## config.mk

```make
export PLATFORM = sky130hd
export DESIGN_NAME = detector_plane_placement_converter_unit
export DESIGN_NICKNAME = d
export VERILOG_FILES = /design/src/sv/dppc_pkg.sv /design/src/sv/dppc_ctrl.sv /design/src/sv/dppc_datapath.sv /design/src/sv/detector_plane_placement_converter_unit.sv
export SDC_FILE = /design/constraint.sdc
export NUM_CORES = 2
export LEC_CHECK = 0
export BUFFER_PORTS_ARGS = -buffer_cell sky130_fd_sc_hd__buf_2
export CORE_MARGIN = 3
export CORE_UTILIZATION = 38
export DETAILED_ROUTE_END_ITERATION = 10
export GPL_TIMING_DRIVEN = 0
export PLACE_DENSITY = 0.54
export SLEW_MARGIN = 20
export SYNTH_ARGS = -nofsm -noshare
export SYNTH_HDL_FRONTEND = slang
export SYNTH_SLANG_ARGS = --single-unit
```

## constraint.sdc

```tcl
create_clock -name aclk -period 14.1 [get_ports aclk]
set_clock_uncertainty 0.1 [all_clocks]
set_input_delay 0.705 -clock aclk [delete_from_list [all_inputs] [get_ports aclk]]
set_output_delay 0.705 -clock aclk [all_outputs]
set_load 0.02 [all_outputs]
```

## src/sv/dppc_pkg.sv

```systemverilog
`timescale 1ns / 1ps
// ----------------------------------------------------------------------------
// dppc_pkg: shared types and constants of the plane placement converter
// Fixed-point formats, CORDIC arctangent table and controller/datapath links.
// ----------------------------------------------------------------------------
package dppc_pkg;

    // Angles: 2^ANGLE_BITS per turn at the ports, 2^32 per turn in the CORDIC.
    localparam int ANGLE_BITS  = 16;
    localparam int ORIENT_BITS = ANGLE_BITS - 1;
    localparam int INNER_BITS  = 32;
    localparam int INNER_SHIFT = INNER_BITS - ANGLE_BITS;

    // Lengths are Q15.16; stored radii are unsigned.
    localparam int LEN_BITS = 31;
    localparam int OFS_BITS = 32;

    // CORDIC working widths (vectoring gain of 1.647 on a 32-bit magnitude).
    localparam int XY_BITS = 36;
    localparam int Z_BITS  = INNER_BITS + 1;

    // Gain removal: x * 1304065748 / 2^31, done as two 17-bit partial products.
    localparam int GAIN_BITS     = 31;
    localparam int GAIN_SHIFT    = 31;
    localparam int MUL_SRC_BITS  = 34;
    localparam int MUL_SPLIT     = 17;
    localparam int PART_BITS     = MUL_SPLIT + GAIN_BITS;
    localparam int ACC_BITS      = MUL_SRC_BITS + GAIN_BITS;
    localparam logic [GAIN_BITS-1:0] GAIN_Q31 = 31'd1304065748;

    localparam logic [LEN_BITS-1:0]    LEN_MAX     = '1;
    localparam logic [ORIENT_BITS-1:0] MINUS_QUARTER =
        ORIENT_BITS'(1) << (ORIENT_BITS - 1);

    // atan(2^-i) in 2^32-per-turn units
    function automatic logic [INNER_BITS-1:0] atan_step(input logic [4:0] idx);
        logic [INNER_BITS-1:0] a;
        unique case (idx)
            5'd0:  a = 32'd536870912;
            5'd1:  a = 32'd316933406;
            5'd2:  a = 32'd167458907;
            5'd3:  a = 32'd85004756;
            5'd4:  a = 32'd42667331;
            5'd5:  a = 32'd21354465;
            5'd6:  a = 32'd10679838;
            5'd7:  a = 32'd5340245;
            5'd8:  a = 32'd2670163;
            5'd9:  a = 32'd1335087;
            5'd10: a = 32'd667544;
            5'd11: a = 32'd333772;
            5'd12: a = 32'd166886;
            5'd13: a = 32'd83443;
            5'd14: a = 32'd41722;
            5'd15: a = 32'd20861;
            5'd16: a = 32'd10430;
            5'd17: a = 32'd5215;
            5'd18: a = 32'd2608;
            5'd19: a = 32'd1304;
            5'd20: a = 32'd652;
            5'd21: a = 32'd326;
            5'd22: a = 32'd163;
            5'd23: a = 32'd81;
            5'd24: a = 32'd41;
            5'd25: a = 32'd20;
            5'd26: a = 32'd10;
            5'd27: a = 32'd5;
            5'd28: a = 32'd3;
            5'd29: a = 32'd1;
            5'd30: a = 32'd1;
            5'd31: a = 32'd0;
        endcase
        return a;
    endfunction

    // Controller to datapath commands
    typedef struct packed {
        logic load;      // capture input transfer, update the form being set
        logic gain_lo;   // low partial product of gain removal
        logic gain_hi;   // high partial product, result into x
        logic iter;      // one CORDIC micro-rotation
        logic finish;    // derive other form, load output register
    } dp_cmd_t;

    // Datapath to controller status
    typedef struct packed {
        logic kind;      // 1: normal form was set (vectoring)
    } dp_status_t;

endpackage

```

## src/sv/dppc_ctrl.sv

```systemverilog
`timescale 1ns / 1ps
// ----------------------------------------------------------------------------
// dppc_ctrl: sequencer of the plane placement converter
// One-hot state machine, CORDIC step counter and output valid flag.
// ----------------------------------------------------------------------------
module dppc_ctrl #(
    parameter int CORDIC_STEPS = 16,
    parameter int STEP_W       = $clog2(CORDIC_STEPS)
) (
    input  logic                 aclk,
    input  logic                 aresetn,
    input  logic                 s_tvalid,
    output logic                 s_tready,
    input  logic                 s_kind,
    output logic                 m_tvalid,
    input  logic                 m_tready,
    output dppc_pkg::dp_cmd_t    cmd,
    output logic [STEP_W-1:0]    step_idx,
    input  dppc_pkg::dp_status_t status
);

    typedef enum logic [4:0] {
        ST_IDLE    = 5'b00001,
        ST_GAIN_LO = 5'b00010,
        ST_GAIN_HI = 5'b00100,
        ST_ITER    = 5'b01000,
        ST_FINISH  = 5'b10000
    } state_t;

    localparam logic [STEP_W-1:0] LAST_STEP = STEP_W'(CORDIC_STEPS - 1);

    state_t            state_reg, state_next;
    logic [STEP_W-1:0] step_reg, step_next;
    logic              m_tvalid_reg, m_tvalid_next;
    logic              fire;

    // result slot is free or being drained this cycle
    assign fire = (state_reg == ST_FINISH) && (!m_tvalid_reg || m_tready);

    always_comb begin
        state_next = state_reg;
        step_next  = step_reg;
        unique case (state_reg)
            ST_IDLE: begin
                step_next = '0;
                if (s_tvalid) begin
                    state_next = s_kind ? ST_ITER : ST_GAIN_LO;
                end
            end
            ST_GAIN_LO: begin
                state_next = ST_GAIN_HI;
            end
            ST_GAIN_HI: begin
                state_next = status.kind ? ST_FINISH : ST_ITER;
            end
            ST_ITER: begin
                step_next = step_reg + 1'b1;
                if (step_reg == LAST_STEP) begin
                    step_next  = '0;
                    state_next = status.kind ? ST_GAIN_LO : ST_FINISH;
                end
            end
            ST_FINISH: begin
                if (fire) begin
                    state_next = ST_IDLE;
                end
            end
            default: begin
                state_next = ST_IDLE;
            end
        endcase
    end

    always_comb begin
        m_tvalid_next = m_tvalid_reg;
        if (fire) begin
            m_tvalid_next = 1'b1;
        end else if (m_tready) begin
            m_tvalid_next = 1'b0;
        end
    end

    always_ff @(posedge aclk) begin
        if (!aresetn) begin
            state_reg    <= ST_IDLE;
            step_reg     <= '0;
            m_tvalid_reg <= 1'b0;
        end else begin
            state_reg    <= state_next;
            step_reg     <= step_next;
            m_tvalid_reg <= m_tvalid_next;
        end
    end

    assign s_tready     = (state_reg == ST_IDLE);
    assign m_tvalid     = m_tvalid_reg;
    assign step_idx     = step_reg;
    assign cmd.load     = s_tready && s_tvalid;
    assign cmd.gain_lo  = (state_reg == ST_GAIN_LO);
    assign cmd.gain_hi  = (state_reg == ST_GAIN_HI);
    assign cmd.iter     = (state_reg == ST_ITER);
    assign cmd.finish   = fire;

`ifndef SYNTHESIS
    // an accepted transfer makes the block busy
    a_busy_after_load: assert property (@(posedge aclk) disable iff (!aresetn)
        cmd.load |=> !s_tready)
        else $error("input still ready after a transfer");

    // a new result only appears after a finish step
    a_valid_from_finish: assert property (@(posedge aclk) disable iff (!aresetn)
        $rose(m_tvalid_reg) |-> $past(cmd.finish))
        else $error("result valid without finish");

    // gain removal is followed by the CORDIC run or by the finish step
    a_gain_then: assert property (@(posedge aclk) disable iff (!aresetn)
        cmd.gain_hi |=> (state_reg == ST_ITER || state_reg == ST_FINISH))
        else $error("bad state after gain removal");

    // the CORDIC run always starts at step zero
    a_iter_start: assert property (@(posedge aclk) disable iff (!aresetn)
        (cmd.iter && !$past(cmd.iter)) |-> (step_reg == '0))
        else $error("CORDIC run entered at nonzero step");
`endif

endmodule

```

## src/sv/dppc_datapath.sv

```systemverilog
`timescale 1ns / 1ps
// ----------------------------------------------------------------------------
// dppc_datapath: placement store, shared CORDIC unit and gain multiplier
// Holds both placement forms and derives one from the other on command.
// ----------------------------------------------------------------------------
module dppc_datapath #(
    parameter int CORDIC_STEPS = 16,
    parameter int STEP_W       = $clog2(CORDIC_STEPS)
) (
    input  logic                                       aclk,
    input  logic                                       aresetn,
    input  dppc_pkg::dp_cmd_t                          cmd,
    input  logic [STEP_W-1:0]                          step_idx,
    input  logic                                       in_kind,
    input  logic signed [31:0]                         in_ref_angle,
    input  logic signed [31:0]                         in_radius,
    input  logic signed [31:0]                         in_third,
    output dppc_pkg::dp_status_t                       status,
    output logic [dppc_pkg::ANGLE_BITS-1:0]            out_center_angle,
    output logic [dppc_pkg::LEN_BITS-1:0]              out_center_radius,
    output logic signed [dppc_pkg::ORIENT_BITS-1:0]    out_center_orientation,
    output logic [dppc_pkg::ANGLE_BITS-1:0]            out_normal_angle,
    output logic [dppc_pkg::LEN_BITS-1:0]              out_normal_radius,
    output logic signed [dppc_pkg::OFS_BITS-1:0]       out_normal_offset
);

    localparam int AB = dppc_pkg::ANGLE_BITS;
    localparam int OB = dppc_pkg::ORIENT_BITS;
    localparam int LB = dppc_pkg::LEN_BITS;
    localparam int FB = dppc_pkg::OFS_BITS;
    localparam int XB = dppc_pkg::XY_BITS;
    localparam int ZB = dppc_pkg::Z_BITS;
    localparam int SH = dppc_pkg::INNER_SHIFT;
    localparam int MS = dppc_pkg::MUL_SPLIT;
    localparam int MB = dppc_pkg::MUL_SRC_BITS;
    localparam int PB = dppc_pkg::PART_BITS;
    localparam int CB = dppc_pkg::ACC_BITS;

    // placement store
    logic [AB-1:0]        st_ca_reg, st_ca_next;
    logic [LB-1:0]        st_cr_reg, st_cr_next;
    logic signed [OB-1:0] st_or_reg, st_or_next;
    logic [AB-1:0]        st_na_reg, st_na_next;
    logic [LB-1:0]        st_nr_reg, st_nr_next;
    logic signed [FB-1:0] st_no_reg, st_no_next;

    // CORDIC work registers
    logic                 kind_reg;
    logic signed [XB-1:0] x_reg, x_next;
    logic signed [XB-1:0] y_reg, y_next;
    logic signed [ZB-1:0] z_reg, z_next;
    logic [CB-1:0]        acc_reg;

    // output register
    logic [AB-1:0]        o_ca_reg;
    logic [LB-1:0]        o_cr_reg;
    logic signed [OB-1:0] o_or_reg;
    logic [AB-1:0]        o_na_reg;
    logic [LB-1:0]        o_nr_reg;
    logic signed [FB-1:0] o_no_reg;

    logic                 rad_ok;
    logic [OB-1:0]        in_orient;
    logic [LB-1:0]        new_nr;

    logic [MB-1:0]        mul_src;
    logic [MS-1:0]        mul_op;
    logic [PB-1:0]        mul_prod;
    logic [CB-1:0]        gain_sum;

    logic signed [XB-1:0] dx, dy;
    logic signed [ZB-1:0] atan_ext;
    logic                 rot_up;

    logic [LB-1:0]        clamp_x;
    logic [FB-1:0]        clamp_y;
    logic                 n_zero;
    logic [FB-1:0]        abs_ofs;
    logic [LB-1:0]        zero_cr;
    logic [OB-1:0]        zero_or;
    logic [ZB-1:0]        z_round;
    logic [OB-1:0]        vec_or;

    logic [AB-1:0]        fin_ca, fin_na;
    logic [LB-1:0]        fin_cr, fin_nr;
    logic [OB-1:0]        fin_or;
    logic [FB-1:0]        fin_no;

    assign rad_ok    = !in_radius[31];
    assign in_orient = in_third[OB-1:0];
    assign new_nr    = rad_ok ? in_radius[LB-1:0] : st_nr_reg;

    // gain removal multiplier, one partial product per cycle
    assign mul_src  = kind_reg ? x_reg[MB-1:0] : {{(MB-LB){1'b0}}, st_cr_reg};
    assign mul_op   = cmd.gain_lo ? mul_src[MS-1:0] : mul_src[MB-1:MS];
    assign mul_prod = mul_op * dppc_pkg::GAIN_Q31;
    assign gain_sum = acc_reg + {mul_prod, {MS{1'b0}}};

    // CORDIC micro-rotation; rotation follows z, vectoring drives y to zero
    assign dx       = y_reg >>> step_idx;
    assign dy       = x_reg >>> step_idx;
    assign atan_ext = $signed({1'b0, dppc_pkg::atan_step(5'(step_idx))});
    assign rot_up   = kind_reg ? y_reg[XB-1] : !z_reg[ZB-1];

    // saturation of the CORDIC results
    assign clamp_x = x_reg[XB-1] ? '0 :
                     (|x_reg[XB-2:LB]) ? dppc_pkg::LEN_MAX : x_reg[LB-1:0];
    assign clamp_y = (&y_reg[XB-1:FB-1] || !(|y_reg[XB-1:FB-1])) ? y_reg[FB-1:0] :
                     y_reg[XB-1] ? {1'b1, {(FB-1){1'b0}}} : {1'b0, {(FB-1){1'b1}}};

    // zero normal radius: the plane passes through the origin direction
    assign n_zero  = (st_nr_reg == '0);
    assign abs_ofs = st_no_reg[FB-1] ? (~st_no_reg + 1'b1) : st_no_reg;
    assign zero_cr = abs_ofs[FB-1] ? dppc_pkg::LEN_MAX : abs_ofs[LB-1:0];
    assign zero_or = (|st_no_reg) ? dppc_pkg::MINUS_QUARTER : '0;

    // round z to port angle units, keep a half turn
    assign z_round = z_reg + (ZB'(1) << (SH - 1));
    assign vec_or  = z_round[SH +: OB];

    always_comb begin
        fin_ca = st_ca_reg;
        fin_cr = st_cr_reg;
        fin_or = st_or_reg;
        fin_na = st_na_reg;
        fin_nr = st_nr_reg;
        fin_no = st_no_reg;
        if (kind_reg) begin
            fin_or = n_zero ? zero_or : vec_or;
            fin_cr = n_zero ? zero_cr : clamp_x;
            fin_ca = st_na_reg - {fin_or[OB-1], fin_or};
        end else begin
            fin_nr = clamp_x;
            fin_no = clamp_y;
        end
    end

    always_comb begin
        st_ca_next = st_ca_reg;
        st_cr_next = st_cr_reg;
        st_or_next = st_or_reg;
        st_na_next = st_na_reg;
        st_nr_next = st_nr_reg;
        st_no_next = st_no_reg;
        if (cmd.load) begin
            if (!in_kind) begin
                st_ca_next = in_ref_angle[AB-1:0];
                if (rad_ok) begin
                    st_cr_next = in_radius[LB-1:0];
                end
                st_or_next = in_orient;
                st_na_next = in_ref_angle[AB-1:0] + {in_orient[OB-1], in_orient};
            end else begin
                st_na_next = in_ref_angle[AB-1:0];
                st_nr_next = new_nr;
                st_no_next = in_third;
            end
        end else if (cmd.finish) begin
            st_ca_next = fin_ca;
            st_cr_next = fin_cr;
            st_or_next = fin_or;
            st_na_next = fin_na;
            st_nr_next = fin_nr;
            st_no_next = fin_no;
        end
    end

    always_comb begin
        x_next = x_reg;
        y_next = y_reg;
        z_next = z_reg;
        if (cmd.load) begin
            if (!in_kind) begin
                y_next = '0;
                z_next = {{(ZB-OB-SH){in_orient[OB-1]}}, in_orient, {SH{1'b0}}};
            end else begin
                x_next = {{(XB-LB){1'b0}}, new_nr};
                y_next = {{(XB-FB){in_third[FB-1]}}, in_third};
                z_next = '0;
            end
        end else if (cmd.gain_hi) begin
            x_next = {{(XB-MB){1'b0}}, gain_sum[CB-1:dppc_pkg::GAIN_SHIFT]};
        end else if (cmd.iter) begin
            if (rot_up) begin
                x_next = x_reg - dx;
                y_next = y_reg + dy;
                z_next = z_reg - atan_ext;
            end else begin
                x_next = x_reg + dx;
                y_next = y_reg - dy;
                z_next = z_reg + atan_ext;
            end
        end
    end

    always_ff @(posedge aclk) begin
        if (!aresetn) begin
            st_ca_reg <= '0;
            st_cr_reg <= '0;
            st_or_reg <= '0;
            st_na_reg <= '0;
            st_nr_reg <= '0;
            st_no_reg <= '0;
        end else begin
            st_ca_reg <= st_ca_next;
            st_cr_reg <= st_cr_next;
            st_or_reg <= st_or_next;
            st_na_reg <= st_na_next;
            st_nr_reg <= st_nr_next;
            st_no_reg <= st_no_next;
        end
    end

    always_ff @(posedge aclk) begin
        x_reg <= x_next;
        y_reg <= y_next;
        z_reg <= z_next;
        if (cmd.load) begin
            kind_reg <= in_kind;
        end
        if (cmd.gain_lo) begin
            acc_reg <= {{(CB-PB){1'b0}}, mul_prod};
        end
        if (cmd.finish) begin
            o_ca_reg <= fin_ca;
            o_cr_reg <= fin_cr;
            o_or_reg <= fin_or;
            o_na_reg <= fin_na;
            o_nr_reg <= fin_nr;
            o_no_reg <= fin_no;
        end
    end

    assign status.kind            = kind_reg;
    assign out_center_angle       = o_ca_reg;
    assign out_center_radius      = o_cr_reg;
    assign out_center_orientation = o_or_reg;
    assign out_normal_angle       = o_na_reg;
    assign out_normal_radius      = o_nr_reg;
    assign out_normal_offset      = o_no_reg;

endmodule

```

## src/sv/detector_plane_placement_converter_unit.sv

```systemverilog
`timescale 1ns / 1ps
// ----------------------------------------------------------------------------
// detector_plane_placement_converter_unit: plane placement form converter
// Keeps a plane placement in center form and normal form and derives one
// from the other with a shared CORDIC unit.
// ----------------------------------------------------------------------------
// Usage:
//  - Input stream: s_tuser selects the form being set (0 center, 1 normal);
//    s_tdata carries angle, radius and orientation or offset. A negative
//    radius keeps the stored radius of that form.
//  - Output stream: one transfer per input transfer with both forms.
//  - Sequence: a center-form input runs gain removal (low, then high
//    partial product), the CORDIC micro-rotations and a finish step; a
//    normal-form input runs the micro-rotations, then gain removal and
//    finish. The single iterative CORDIC unit works on one item at a time;
//    s_tready is high only while the sequencer is idle.
//  - The output register holds a finished result while the next item is
//    taken in and worked on; a further result waits in its finish step
//    until m_tready drains the register.
//  - Reset (aresetn low, synchronous) clears both stored forms to zero and
//    drops m_tvalid.
// ----------------------------------------------------------------------------
module detector_plane_placement_converter_unit #(
    parameter int CORDIC_STEPS = 16
) (
    input  logic         aclk,
    input  logic         aresetn,
    // input stream
    input  logic         s_tvalid,
    output logic         s_tready,
    input  logic [95:0]  s_tdata,   // [31:0] ref_angle, [63:32] radius_in,
                                    // [95:64] third_value
    input  logic [0:0]   s_tuser,   // [0] kind
    // result stream
    output logic         m_tvalid,
    input  logic         m_tready,
    output logic [143:0] m_tdata    // [15:0] center_angle, [46:16] center_radius,
                                    // [61:47] center_orientation,
                                    // [77:62] normal_angle,
                                    // [108:78] normal_radius,
                                    // [140:109] normal_offset, [143:141] zero
);

    localparam int STEP_W = $clog2(CORDIC_STEPS);

    dppc_pkg::dp_cmd_t    cmd;
    dppc_pkg::dp_status_t status;
    logic [STEP_W-1:0]    step_idx;

    logic [dppc_pkg::ANGLE_BITS-1:0]         center_angle;
    logic [dppc_pkg::LEN_BITS-1:0]           center_radius;
    logic signed [dppc_pkg::ORIENT_BITS-1:0] center_orientation;
    logic [dppc_pkg::ANGLE_BITS-1:0]         normal_angle;
    logic [dppc_pkg::LEN_BITS-1:0]           normal_radius;
    logic signed [dppc_pkg::OFS_BITS-1:0]    normal_offset;

    // sequencer: state machine, step counter, output valid
    dppc_ctrl #(
        .CORDIC_STEPS (CORDIC_STEPS),
        .STEP_W       (STEP_W)
    ) u_ctrl (
        .aclk     (aclk),
        .aresetn  (aresetn),
        .s_tvalid (s_tvalid),
        .s_tready (s_tready),
        .s_kind   (s_tuser[0]),
        .m_tvalid (m_tvalid),
        .m_tready (m_tready),
        .cmd      (cmd),
        .step_idx (step_idx),
        .status   (status)
    );

    // store, CORDIC and gain multiplier
    dppc_datapath #(
        .CORDIC_STEPS (CORDIC_STEPS),
        .STEP_W       (STEP_W)
    ) u_datapath (
        .aclk                   (aclk),
        .aresetn                (aresetn),
        .cmd                    (cmd),
        .step_idx               (step_idx),
        .in_kind                (s_tuser[0]),
        .in_ref_angle           (s_tdata[31:0]),
        .in_radius              (s_tdata[63:32]),
        .in_third               (s_tdata[95:64]),
        .status                 (status),
        .out_center_angle       (center_angle),
        .out_center_radius      (center_radius),
        .out_center_orientation (center_orientation),
        .out_normal_angle       (normal_angle),
        .out_normal_radius      (normal_radius),
        .out_normal_offset      (normal_offset)
    );

    // result packing, first field in the low bits
    assign m_tdata = {3'b000, normal_offset, normal_radius, normal_angle,
                      center_orientation, center_radius, center_angle};

endmodule

```

==> key figures <==
Drt
  – Met3 Routed Length: 17630 um
  – WL/cell: 28.03 um
  – Final Routed Wirelength: 184400 um
  – Final ANT Viol Nets: 0
  – WL met2: 79640 um
  – Drt drc: 0
  – Vias/cell: ~6.0
  – Max layer used: met5
  – First DRT Iteration DRCs: about 4400
  – Via count: 39570
  – Pre-antenna DRT Iters: 6
  – M1 wire length: 77500 um

Worst setup path
  – Slowest-stage cell, CP: clkbuf_1
  – Worst-path fanout max: 10
  – Startpoint Class: register
  – Endpoint type of the worst setup path: register
  – CP most frequent cell: fa_1
  – Crit path DAT: 12.93 ns
  – Crit-path max cell delay: 0.83 ns
  – Kind of critical path: register to register
  – CP Data Required Time: 14.37 ns

Die
  – Total Die Area: 117200 um^2
  – Core ar.: 111400 um^2
  – Die height: between 300 and 400 um
  – Initial core utilization: a little under 40%
  – # IOs: 247
  – Die Wd: 342.3 um
  – # rows: between 100 and 150

Synthesis
  – Cells after Synth: ~4800
  – Syn_area_per_cell: 9.036 um^2
  – Post-synth EDFFs: 276
  – Fraction of registers with async set/reset: 0%
  – Distinct cell type count after synthesis: 99
  – Most frequent cell after synthesis: nand2_1
  – Area leader, netlist: edfxtp_1
  – Cell Area, Synth: 42980 um^2
  – Post-synth top cells: 448 x nand2_1, 411 x inv_1, 387 x o21ai_0
  – Yosys warns: 0
  – Synth Flop Type: edfxtp_1
  – Synthesized flop and latch total: roughly 460
  – Synth top area cells: edfxtp_1 19%, ha_1 9.5%, fa_1 9.5%
  – Yosys top cell area share: 19.28%
  – Seq/Total Area, Yosys: between 20 and 30%

Run
  – Max_cap viols: 0

STA
  – FMAX: 79.00 MHz
  – Slew headroom: 14.39%
  – Part of the cycle the worst path needs: 89.78%
  – Max Transition Viols Final: 0
  – Slew @ Worst Pin: 1.284 ns
  – # setup viols final: 0
  – Fin crit period: 12.66 ns
  – Unrepaired setup endpoints after global routing: false
  – Final setup margin: 1.442 ns
  – Setup TNS: 0 ns
  – Hold Vio Cnt, Final: 0

Placed design
  – Final GP Congestion: 1.017
  – Post-DP HPWL: about 150000 um
  – Port buffer count: about 230
  – Post-DP Area: roughly 46000 um^2
  – Dpl ws: 1.462 ns

Outcome
  – Status: finished clean

CTS
  – Hold-fix buffers, CTS: 0
  – # Post-CTS Setup Buffers: 0
  – Clock Pin Slew Worst Setup and Hold Paths: 0.07 ns
  – Max Buffers Root-to-Sink: 3
  – H-tree depth: 2
  – Num CTS Buffers: 52
  – Post-CTS sizing: 0
  – Clk_lat worst skew: 0.67 ns
  – CTS tree: done
  – CTS sink count: 457
  – CTS root buf: clkbuf_16

Cells and area
  – Finished Cell Area: 47890 um^2
  – Synthesis-to-layout area growth: 11.41%
  – Layout Nets: 5674
  – Fillers: 11180
  – Fraction of layout cells with a size suffix above 1: about a tenth

GRT
  – Initial antenna violation count: 9
  – Total gr overflow: 0
  – All-Layer GR Usage: 30.59%
  – First-pass GRT wire length: 262100 um
  – Number of global-route vias before repair: 37110
  – Largest net degree at the start of global routing: 88

Min path
  – Hold crit path type: input port to register
per-layer routing:
layer	up-vias	GRT usage, %
li1	17620	-
met1	19490	42.28
met2	2067	46.15
met3	387	6.249
met4	14	13.49
met5	-	0
area by class of cell:
cell class	count	area (um^2)	area share, %
flip-flops and latches	457	11910	24.87
inverters	415	1565	3.268
clock buffers	64	1398	2.918
multi-input cells	3639	28440	59.38
plain buffers	248	1137	2.375
repair buffers	230	1211	2.529
clock inverters	34	359.1	0.7498
well taps	1488	1862	3.888
diodes	4	10.01	0.02090
final timing paths:
| path | start | end | slack, ns | cells past startpoint |
|---|---|---|---|---|
| worst max register to register | u_datapath.status | u_datapath.x_reg[33] | 1.44 | 33 |
| worst min-delay path | s_tuser | u_datapath.status | 0.21 | 1 |
| worst min register to register | u_datapath.fin_na[0] | u_datapath.out_normal_angle[0] | 0.36 | 0 |
| worst max-delay path | u_datapath.status | u_datapath.x_reg[33] | 1.44 | 33 |
critical path: cells and delay by family (launching register included):
family	cells	cell delay, ns
compound gates	10	2.42
buf+inv	6	2.74
simple gates	7	1.76
mux	1	0.64
fa+ha+maj	8	3.99
xor+xnor	1	0.34
flops	1	0.32
cells in the final DEF (no fill, tap or decap), drive strengths merged, types with 83 or more instances in the layout:
master / synthesis / final
a21o: 116 / 116
a21oi: 364 / 364
buf: 63 / 293
clkbuf: 184 / 248
dfxtp: 181 / 181
edfxtp: 276 / 276
fa: 203 / 203
ha: 327 / 327
inv: 412 / 423
mux2i: 92 / 92
mux4: 94 / 94
nand2: 449 / 449
nand3: 97 / 97
nor2: 351 / 351
nor3: 83 / 83
o21ai: 391 / 391
xnor2: 163 / 163
xor2: 143 / 143
stage by stage:
step,hold slack [ns],utilization [%],cells
6_report,0.2098,42.98,6579
5_1_grt,0.1749,42.97,6575
4_1_cts,0.1773,42.96,6575
3_5_place_dp,0.3481,41.38,6477
3_3_place_gp,0.3478,41.27,6474
2_1_floorplan,0.3308,-,4759
cells by family after synthesis:
logic type / after synthesis / share of synthesized area (%)
and+or+nand+nor: 1288 / 13.93
AOI/OAI and AO/OA: 1270 / 18.26
buffers and inverters: 663 / 6.249
adders and majority gates: 530 / 18.97
DFF: 457 / 27.71
xor gates and xnor gates: 306 / 6.235
muxes: 242 / 8.636
other: 1 / 0.008724
Power is not shown: default switching activity piles up to over one toggle a cycle in this logic, so the estimate is an artifact.
